### src/rtl/core/wuf_pkg.sv
// Shared types, sizes and command codes for the weighted union-find block.
package wuf_pkg;

  localparam int NUM_ELEMENTS = 8192;
  localparam int IDX_W        = $clog2(NUM_ELEMENTS);
  localparam int SIZE_W       = IDX_W + 1;
  localparam int ENT_W        = IDX_W + SIZE_W;
  localparam int ELEM_W       = 13;
  localparam int CNT_W        = 32;

  typedef struct packed {
    logic [ELEM_W-1:0] first_element;
    logic [ELEM_W-1:0] second_element;
  } wuf_in_t;

  typedef struct packed {
    logic              already_connected;
    logic [ELEM_W-1:0] merged_root;
    logic [CNT_W-1:0]  connected_count;
  } wuf_out_t;

  // table read address source
  typedef logic [1:0] rd_sel_t;
  localparam rd_sel_t RD_IN_A   = 2'd0;
  localparam rd_sel_t RD_B      = 2'd1;
  localparam rd_sel_t RD_PARENT = 2'd2;

  typedef struct packed {
    logic    load_in;
    logic    rd_en;
    rd_sel_t rd_sel;
    logic    latch_ra;
    logic    latch_rb;
    logic    wr_clear;
    logic    wr_loser;
    logic    wr_winner;
    logic    emit;
    logic    cnt_inc;
  } wuf_cmd_t;

  typedef struct packed {
    logic at_root;
    logic same_root;
    logic a_wins;
    logic clear_last;
  } wuf_stat_t;

endpackage

### src/rtl/core/wuf_ctrl.sv
// Controller: clearing pass, two root walks, merge writes and result handoff.
module wuf_ctrl
  import wuf_pkg::*;
(
  input  logic      clk,
  input  logic      rst_n,
  input  logic      in_valid,
  output logic      in_stall,
  output logic      out_valid,
  input  logic      out_stall,
  input  wuf_stat_t stat,
  output wuf_cmd_t  cmd
);

  localparam logic [2:0] S_CLEAR  = 3'd0;
  localparam logic [2:0] S_IDLE   = 3'd1;
  localparam logic [2:0] S_WALK_A = 3'd2;
  localparam logic [2:0] S_WALK_B = 3'd3;
  localparam logic [2:0] S_DECIDE = 3'd4;
  localparam logic [2:0] S_UPDATE = 3'd5;

  logic [2:0] state_r, state_nxt;
  logic       out_valid_r, out_valid_nxt;
  logic       out_busy;

  // result register still holds an untaken transaction
  assign out_busy = out_valid_r && out_stall;
  assign in_stall = (state_r != S_IDLE);

  always_comb begin
    state_nxt = state_r;
    cmd       = '0;
    cmd.rd_sel = RD_PARENT;
    unique case (state_r)
      S_CLEAR: begin
        cmd.wr_clear = 1'b1;
        if (stat.clear_last) begin
          state_nxt = S_IDLE;
        end
      end
      S_IDLE: begin
        if (in_valid) begin
          cmd.load_in = 1'b1;
          cmd.rd_en   = 1'b1;
          cmd.rd_sel  = RD_IN_A;
          state_nxt   = S_WALK_A;
        end
      end
      S_WALK_A: begin
        cmd.rd_en = 1'b1;
        if (stat.at_root) begin
          cmd.latch_ra = 1'b1;
          cmd.rd_sel   = RD_B;
          state_nxt    = S_WALK_B;
        end
      end
      S_WALK_B: begin
        if (stat.at_root) begin
          cmd.latch_rb = 1'b1;
          state_nxt    = S_DECIDE;
        end else begin
          cmd.rd_en = 1'b1;
        end
      end
      S_DECIDE: begin
        if (stat.same_root) begin
          if (!out_busy) begin
            cmd.cnt_inc = 1'b1;
            cmd.emit    = 1'b1;
            state_nxt   = S_IDLE;
          end
        end else begin
          cmd.wr_loser = 1'b1;
          state_nxt    = S_UPDATE;
        end
      end
      S_UPDATE: begin
        if (!out_busy) begin
          cmd.wr_winner = 1'b1;
          cmd.emit      = 1'b1;
          state_nxt     = S_IDLE;
        end
      end
      default: state_nxt = S_IDLE;
    endcase
  end

  assign out_valid_nxt = cmd.emit | out_busy;

  always_ff @(posedge clk) begin
    if (!rst_n) begin
      state_r     <= S_CLEAR;
      out_valid_r <= 1'b0;
    end else begin
      state_r     <= state_nxt;
      out_valid_r <= out_valid_nxt;
    end
  end

  assign out_valid = out_valid_r;

`ifndef NO_ASSERTIONS
  a_emit_free: assert property (@(posedge clk) disable iff (!rst_n)
    cmd.emit |-> !(out_valid_r && out_stall))
    else $error("result overwritten while stalled");

  a_one_write: assert property (@(posedge clk) disable iff (!rst_n)
    $onehot0({cmd.wr_clear, cmd.wr_loser, cmd.wr_winner}))
    else $error("more than one table write");

  a_no_rw: assert property (@(posedge clk) disable iff (!rst_n)
    (cmd.wr_clear || cmd.wr_loser || cmd.wr_winner) |-> !cmd.rd_en)
    else $error("table read and write in one cycle");

  a_loser_then_winner: assert property (@(posedge clk) disable iff (!rst_n)
    cmd.wr_loser |=> (state_r == S_UPDATE))
    else $error("merge left half done");

  a_emit_counts: assert property (@(posedge clk) disable iff (!rst_n)
    cmd.emit |=> out_valid_r)
    else $error("emitted result not presented");
`endif

endmodule

### config.mk
export PLATFORM = sky130hd
export DESIGN_NAME = wuf_ctrl
export DESIGN_NICKNAME = d
export VERILOG_FILES = /design/src/rtl/core/wuf_pkg.sv /design/src/rtl/core/wuf_ctrl.sv
export SDC_FILE = /design/constraint.sdc
export NUM_CORES = 1
export LEC_CHECK = 0
export BUFFER_PORTS_ARGS = -buffer_cell sky130_fd_sc_hd__buf_4
export CAP_MARGIN = 20
export CORE_AREA = 2 2 39 41
export CTS_CLUSTER_DIAMETER = 120
export CTS_CLUSTER_SIZE = 10
export DETAILED_ROUTE_END_ITERATION = 6
export DIE_AREA = 0 0 41 43
export MAX_ROUTING_LAYER = met4
export PLACE_DENSITY = 0.61
export RECOVER_POWER = 25
export SYNTH_ARGS = -nofsm -noshare
export SYNTH_HDL_FRONTEND = slang
export SYNTH_SLANG_ARGS = --single-unit
### constraint.sdc
create_clock -name clk -period 1.4 [get_ports clk]
set_input_delay 0.35 -clock clk [delete_from_list [all_inputs] [get_ports clk]]
set_output_delay 0.35 -clock clk [all_outputs]
set_load 0.005 [all_outputs]
Word-level counts from Yosys, hierarchy flattened
Index checks and enable logic that the tools add are counted. W data, S select, Z words.

Bits in registers: 4. Input port bits: 8. Logic and storage cells: 40.

Reductions and logical operators: 3. Bitwise gates (word level): 1. Muxes and demuxes: 24. Eq/ne operators: 10.

Operators by type and width (number): $mux W3 (7); $pmux W3 S6 (1); $mux W1 (10); $ne A2 B2 Y1 const B (4); $eq A3 B2 Y1 const B (2); $eq A3 B3 Y1 const B (2); $mux W2 (2); $mux W4 (1); $pmux W2 S2 (1); $reduce_and A4 Y1 (1); $eq A3 B1 Y1 const B (1); $logic_not A3 Y1 (1); $ne A3 B1 Y1 const B (1); $pmux W1 S3 (1); $pmux W1 S2 (1); $logic_and A1 B1 Y1 (1); $or A1 B1 Y1 (1).

Longest topological paths before layout
Gate-level depths: netlist (run 1).

Depth in word-level cells: 5. Gate-level depth with buffers: 4. Gate-level depth less buffers: 3.

Least setup slack after synthesis (run 1)
OpenSTA, ideal clock, no wires.

Kind: register to output. Start: register state_r[0]. End: output port cmd[7] in the netlist's numbering. Stages on the path, launching flop included: 4. Path slack: 0.155 ns. Arrival: 0.895 ns. Data required time: 1.050 ns. Path through: dfxtp_1 -> buf_4 -> nor3_1 -> buf_4.

RTL lines: start: declaration (RTL line wuf_ctrl.sv:22) `logic [2:0] state_r, state_nxt;`; start signal: assignment (RTL line wuf_ctrl.sv:95) `state_r <= state_nxt;`; end: declaration (RTL line wuf_ctrl.sv:12) `output wuf_cmd_t cmd`.

==> metrics.txt, run 1 <==
placed cell count 77; Critical Path Start Type flop; Synth area leaders dfxtp_1 (25%), mux2i_1 (6.4%), nand2b_1 (6.0%); most frequent cells after synthesis dfxtp_1 (4), a21oi_1 (3), nand2_1 (3), nand2b_1 (3), nor2_1 (3); DRT antenna net count 0; clock sink total 4; Synth cell types 22; run status complete, but fails checks; crit path capture type output port; vias in the first global route 387; NumNets Final 79; Starting Density 22.7%; Tcrit/Tclk final 104%; routed wire length 1030 µm; wire per inst 12.1 µm; synthesized cell area 314 µm²; area delta synth->final 98.4%; Die Width 41 µm; I/O pins 21; unrepaired setup endpoints after global routing true; final hold vios 0; Place WS 0.0109 ns; drt first pass iters 4; crit path kind flop to output port; P_int 434 µW; Yosys top cell area share 25.5%; Fmax achieved 685 MHz; n_diodes 0; switching share of power 33.3%; H-Tree Depth 1; gr ovfl total 0; largest net degree at the start of global routing 10; Min Hold Slack 0.350 ns; endpoints failing setup 8; Synth area leader dfxtp_1; HPWL Detailed 647 µm; worst-margin pin slew 0.204 ns; layout cell share with drive strength beyond 1 63.8%; RePlAce Congestion 0.709; initial antenna violation count 0; worst r2r src state_r[1]$_SDFFE_PN0P_; Filler Cell Count 141; IR Drop Worst-Case VDD 0.401 mV; max cap viols 0; DRC 0; setup ws final -0.0605 ns; sequential fraction of design power 25.3%; asr flop ratio synth 0%; HP Class input port to flop; fin area 623 µm²; Syn Nets 49; core area 0.00138 mm²; Num CTS Buffers 3; num rows 14; initial DRC count 6; wire length of the first global-routing pass 1590 µm; most frequent cell after synthesis dfxtp_1; Vias per Instance 4.78; NetSw 217 µW; crit path max fanout 4; syn avg cell area 7.66 µm²; top_reg_cell synth dfxtp_1; Skew-Pair Late Insertion Delay 0.24 ns; Synth Instances 41; via count 406; HP Start rst_n; PD cells 1040 mW/mm²; Clock Pin Slew Worst Setup and Hold Paths 0.04 ns; clk_skew 0.00385 ns; post-synthesis sequential area ratio 25.5%; failing checks negative setup slack; count of buffers from port buffering 19; Worst R2R Setup Slack 0.27 ns; number of synthesized flops with an enable pin 0; die height 43 µm; CP Data Required Time 1.05 ns; Arr. time, crit path 1.11 ns; Tmin final 1.46 ns; Max Root-Sink Buffers 2; CTS tree yes; die area 0.00176 mm²; FF+latch count, synth 4; Slew HR 86.4%; Leak Pwr 0.000286 µW; Final Max Tran Viols 0; Total Routing Usage GR 14.1%; Setup crit start state_r[2]$_SDFFE_PN0P_; final non-filler cell total 85; Clk pwr share 23.1%; placed instance area 487 µm²; # hold bufs at CTS 0; Syn. warnings 0; combinational share of power 51.7%; CTS Root Cell clkbuf_4
-- through the flow --
step	total power, µW	util [%]	setup TNS, ns
3_5_place_dp	398	35.2	0
3_3_place_gp	394	35.2	0
4_1_cts	630	43.1	-0.200
2_1_floorplan	273	-	0
5_1_grt	688	45.0	-0.722
6_report	651	45.0	-0.324
-- final timing paths --
path	end	cells after the start
setup / recovery	cmd[1]	4
hold reg to reg	state_r[0]$_SDFFE_PN0P_	2
hold / removal	state_r[1]$_SDFFE_PN0P_	2
setup reg to reg	state_r[0]$_SDFFE_PN0P_	4
-- registers in the layout (all words and copies together) (netlist names) --
name       count
state_r        3
out_valid      1
-- final cells by class --
cell class | count | area (µm²) | area share [%]
clock buffers | 3 | 22.5 | 3.61
inverters | 2 | 7.51 | 1.20
multi-input cells | 32 | 264 | 42.4
flip-flops and latches | 4 | 90.1 | 14.5
well taps | 16 | 20.0 | 3.21
repair buffers | 28 | 219 | 35.1
-- metal layers --
metal / share of wire, % / routed length [µm] / global-route usage, %
met1: 38 / 394 / 15.2
met2: 52 / 530 / 20.6
met3: 7.4 / 76 / 3.14
met4: 2.6 / 27 / 12.0
met5: 0 / 0 / -
-- power by group through the flow --
stage                     clock network (µW)  registers, µW  logic (µW)
final                                    150            164         336
after global routing                     150            170         369
after CTS                                150            164         316
after detailed placement                   0            161         237
after global placement                     0            161         233
after floorplan                            0            142         131
-- cells by family after synthesis --
family	Yosys count	share of synthesized area, %
flops	4	25.5
buf+inv	5	8.76
compound gates	11	24.3
simple gates	19	35.1
mux	2	6.37
-- cell usage in the layout, fill, tap and decap left out, types with 3 or more instances in the layout --
cell type	n
buf_4	24
nand2_1	3
nor2_1	3
clkbuf_4	3
buf_6	3
-- what timing repair did --
action	in CTS	in global routing
buffers inserted	5	0
pin swaps	1	1
endpoints found under the setup margin	12	11
gates resized for setup	16	6
hold endpoints to repair	0	0
-- worst max-delay path, stage by stage (launching register included) --
cell     delay [ns]
dfxtp_2        0.35
nor2b_4        0.21
o21ai_4        0.09
a21oi_2        0.11
buf_4          0.12
(Power assumes the default switching activity.)
==> run 2, diff against run 1 <==
Settings changed: ABC_AREA from default to 1, PLACE_DENSITY 0.61 to 0.65.
==> metrics.txt, run 2 <==
run status complete, but fails checks; failing checks negative setup slack; setup ws final -0.166 ns; top_reg_cell synth dfxtp_1; CTS Root Cell clkbuf_4; Slew HR 88.2%; layout cell share with drive strength beyond 1 64.1%; Fmax achieved 639 MHz; core area 0.00138 mm²; Syn Nets 72; crit path kind flop to output port; Most Used Layer, Global Route met2; CP Data Required Time 1.05 ns; Synth area leader dfxtp_1; num rows 14; Critical Path Start Type flop; asr flop ratio synth 0%; Final Max Tran Viols 0; initial antenna violation count 0; crit path max fanout 4; FF+latch count, synth 4; CTS tree yes; I/O pins 21; Syn. warnings 0; initial DRC count 7; Synth cell types 14; H-Tree Depth 1; Leak Pwr 0.000393 µW; Max Root-Sink Buffers 2; wire length of the first global-routing pass 1430 µm; Clock Pin Slew Worst Setup and Hold Paths 0.04 ns; crit path capture type output port; vias in the first global route 380; Tmin final 1.57 ns; via count 481; n_diodes 0; Arr. time, crit path 1.22 ns; most frequent cells after synthesis nand2_1 (15), inv_1 (12), nor2_1 (9), nand3_1 (7); area delta synth->final 89.9%; clk_skew 0.000823 ns; Synth Instances 64; GRT met1 Usage 13.1%; Starting Density 25.9%; Skew-Pair Late Insertion Delay 0.23 ns; NumNets Final 102; syn avg cell area 5.59 µm²; placed cell count 99; DRT antenna net count 0; Tcrit/Tclk final 112%; drt first pass iters 4; clock sink total 4; most frequent cells in the layout buf_4 (21), nand2_1 (9), nand2_2 (9); endpoints failing setup 11; number of synthesized flops with an enable pin 0; Die Width 41 µm; final hold vios 0; Top reg by flops state_r; largest net degree at the start of global routing 8; Final TNS setup -1.02 ns; routed wire length 1050 µm; count of buffers from port buffering 19; most frequent cell after synthesis nand2_1; Yosys top cell area share 22.4%; overall power 710 µW; Largest register FFs 3; DRC 0; IR Drop Worst-Case VDD 0.432 mV; Vias per Instance 4.45; die area 0.00176 mm²; Filler Cell Count 147; final non-filler cell total 108; Num CTS Buffers 3; gr ovfl total 0; wire per inst 9.69 µm; PD cells 1040 mW/mm²; HPWL Detailed 684 µm; worst-margin pin slew 0.177 ns; RePlAce Congestion 0.770; met3 Usage GRT 2.09%; die height 43 µm; met2 Track Usage GR 19.7%; Place WS 0.0154 ns; Synth area leaders dfxtp_1 (22%), nand2_1 (16%), inv_1 (13%); Total Routing Usage GR 12.9%; commonest non-fill, non-tap cell in the layout buf_4; synthesized cell area 358 µm²; post-synthesis sequential area ratio 22.4%; HP Class input port to flop; unrepaired setup endpoints after global routing true; max cap viols 0
run 2: metrics by stage:
step	utilization, %	instance area, µm²	hold slack [ns]
floorplan	-	358	0.448
global placement	37.6	520	0.536
detailed placement	37.6	520	0.551
CTS	45.1	624	0.307
global route	49.1	679	0.330
finish	49.1	679	0.315
run 2: metal layers:
metal	part of all wire [%]	wire [µm]
met5	0	0
met4	4.2	44
met3	3.7	39
met2	55	578
met1	37	384
run 2: kinds of logic (layout without fill, tap and decap cells):
kind of cell | count (synthesis) | in the layout | share of synthesized area, %
compound gates | 2 | 2 | 3.15
flops | 4 | 4 | 22.4
simple gates | 42 | 42 | 56.6
buf+inv | 16 | 44 | 17.8
run 2: critical path, cell delays in order, from the launching register on:
cell	delay, ns
dfxtp_4	0.38
inv_4	0.05
nor2_4	0.10
inv_2	0.05
nor2_4	0.12
inv_2	0.05
nand2_2	0.05
nand2_2	0.05
buf_6	0.11
run 2: layout make-up:
type                    instances  area [µm²]  share of cell area [%]
repair buffers                 26         214                    31.5
flip-flops and latches          4        91.3                    13.4
clock buffers                   3        22.5                    3.31
multi-input cells              44         270                    39.8
inverters                      15        61.3                    9.02
well taps                      16        20.0                    2.95
run 2: worst paths after layout:
check | start | endpoint | slack [ns] | cells after the start
worst min register to register | out_valid$_SDFF_PN0_ | out_valid$_SDFF_PN0_ | 0.58 | 4
worst max register to register | state_r[0]$_SDFFE_PN0P_ | state_r[0]$_SDFFE_PN0P_ | 0.21 | 9
worst min-delay path | rst_n | out_valid$_SDFF_PN0_ | 0.31 | 3
worst max-delay path | state_r[0]$_SDFFE_PN0P_ | cmd[8] | -0.17 | 8
run 2: timing repair:
| item | 4_1_cts | 5_1_grt |
|---|---|---|
| resized for setup | 23 | 10 |
| setup endpoints to repair | 11 | 11 |
| pin swaps | 6 | 6 |
| hold buffers | 0 | 0 |
| setup buffers | 3 | 3 |
run 2: power by group:
group          switching (µW)  leakage [µW]  internal, µW  total [µW]
registers                31.0     0.0000347           134         165
logic                     192      0.000344           212         405
clock network            44.7     0.0000138          95.7         140
==> run 3, diff against run 2 <==
Settings changed: CELL_PAD_IN_SITES_DETAIL_PLACEMENT from default to 1, CELL_PAD_IN_SITES_GLOBAL_PLACEMENT from default to 2, CORE_AREA 2 2 39 41 to default, CORE_UTILIZATION from default to 18, DIE_AREA 0 0 41 43 to default, GPL_TIMING_DRIVEN from default to 0, PLACE_DENSITY 0.65 to 0.84.
==> metrics.txt, run 3 (synthesized netlist as in run 2, its figures left out) <==
run status complete, but fails checks; failing checks negative setup slack; Worst R2R Path Depth 8; max cap viols 0; wire length of the first global-routing pass 1940 µm; Largest register FFs 3; DRT antenna net count 0; final non-filler cell total 116; num rows 15; endpoints failing setup 11; Slowest Stage Delay on Critical Path 0.38 ns; vias in the first global route 428; slowest cell on the critical path dfxtp_4; Total Routing Usage GR 13.8%; Fmax achieved 644 MHz; Final Max Tran Viols 0; CP Data Required Time 1.05 ns; PD cells 1010 mW/mm²; fin area 644 µm²; final hold vios 0; Max Root-Sink Buffers 2; I/O pins 21; Clock Pin Slew Worst Setup and Hold Paths 0.04 ns; most frequent cells in the layout buf_4 (25), nand2_1 (12), inv_1 (11); # hold bufs at CTS 0; hold depth 3; Num CTS Buffers 3; H-Tree Depth 1; RePlAce Congestion 0.713; Worst R2R Setup Slack 0.15 ns; placed cell count 108; Reg area 91.3 µm²; die area 0.00217 mm²; Hold Crit Endpoint out_valid$_SDFF_PN0_; NumNets Final 101; via count 458; Vias per Instance 3.95; routed wire length 1120 µm; HPWL Detailed 846 µm; crit path capture type output port; WL met3 60 µm; die height 46.6 µm; DRC 0; CTS tree yes; Starting Density 19.9%; length of routed wiring on met1 508 µm; Tmin final 1.55 ns; initial DRC count 1; critical-path cell list inv_4, nor2_4, inv_2, nor2_4, inv_1, nand2_1, nand2_1, buf_4; HP Start rst_n; Critical Path Start Type flop; commonest non-fill, non-tap cell in the layout buf_4; area delta synth->final 80.1%; Skew-Pair Late Insertion Delay 0.24 ns; clk_skew 0.000107 ns; placed instance area 532 µm²; IR Drop Worst-Case VDD 0.433 mV; core area 0.00180 mm²; worst r2r src state_r[0]$_SDFFE_PN0P_; wire per inst 9.62 µm; CTS Root Cell clkbuf_4; worst reg2reg endpoint state_r[2]$_SDFFE_PN0P_; Slew HR 86.6%; Min Hold Slack 0.327 ns; Final TNS setup -1.03 ns; drt first pass iters 2; n_diodes 0; Die Width 46.6 µm; setup ws final -0.154 ns; gr ovfl total 0; Top Layer Used met4; clock sink total 4; worst-margin pin slew 0.200 ns; crit path kind flop to output port; count of buffers from port buffering 19; Arr. time, crit path 1.20 ns; initial antenna violation count 0; Tcrit/Tclk final 111%; DR WL met2 518 µm; largest net degree at the start of global routing 8; Multi-input gate area 253 µm²; Filler Cell Count 256; crit path max fanout 5; Top reg by flops state_r; Leak Pwr 0.000381 µW; layout cell share with drive strength beyond 1 57.1%; HP Class input port to flop; unrepaired setup endpoints after global routing true
## run 3: repair_timing
action | CTS | global route
endpoints found under the setup margin | 11 | 11
setup buffers | 4 | 1
resized for setup | 18 | 1
pin swaps | 5 | 2
## run 3: metal layers
metal | GRT usage, % | vias up
met5 | - | -
met4 | 10.6 | 0
met3 | 2.75 | 5
met2 | 19.7 | 15
met1 | 16.7 | 194
li1 | - | 244
## run 3: critical path: cells and delay by family (launching register included)
family / cells / cell delay (ns)
flops: 1 / 0.38
simple gates: 4 / 0.27
buf+inv: 4 / 0.30
## run 3: worst max path at each step
| stage | cells past startpoint | slack, ns | to | start |
|---|---|---|---|---|
| 2_1_floorplan | 5 | 0.14 | cmd[7] | state_r[1]$_SDFFE_PN0P_ |
| 3_3_place_gp | 6 | -0.008 | cmd[7] | state_r[1]$_SDFFE_PN0P_ |
| 3_5_place_dp | 6 | -0.05 | cmd[7] | state_r[1]$_SDFFE_PN0P_ |
| 4_1_cts | 8 | -0.17 | cmd[8] | state_r[0]$_SDFFE_PN0P_ |
| 5_1_grt | 8 | -0.25 | cmd[8] | state_r[0]$_SDFFE_PN0P_ |
| 6_report | 8 | -0.15 | cmd[8] | state_r[0]$_SDFFE_PN0P_ |
## run 3: layout make-up
| type | count | share of cell area [%] |
|---|---|---|
| timing repair buffer | 24 | 28.0 |
| multi-input combinational | 44 | 39.2 |
| tap | 25 | 4.85 |
| sequential | 4 | 14.2 |
| clock buffer | 3 | 3.50 |
| buffer | 1 | 1.17 |
| inverter | 15 | 9.13 |
## run 3: report_power, final
group / switching (µW) / internal [µW]
clock: 56.8 / 96.5
sequential: 30.5 / 133
combinational: 167 / 169
## run 3: per-stage QoR
step | util, % | total power [µW] | worst slack (ns)
floorplan | - | 305 | 0.141
global placement | 29.5 | 417 | -0.00773
detailed placement | 29.5 | 425 | -0.0538
CTS | 35.1 | 656 | -0.165
global route | 35.8 | 717 | -0.248
finish | 35.8 | 654 | -0.154
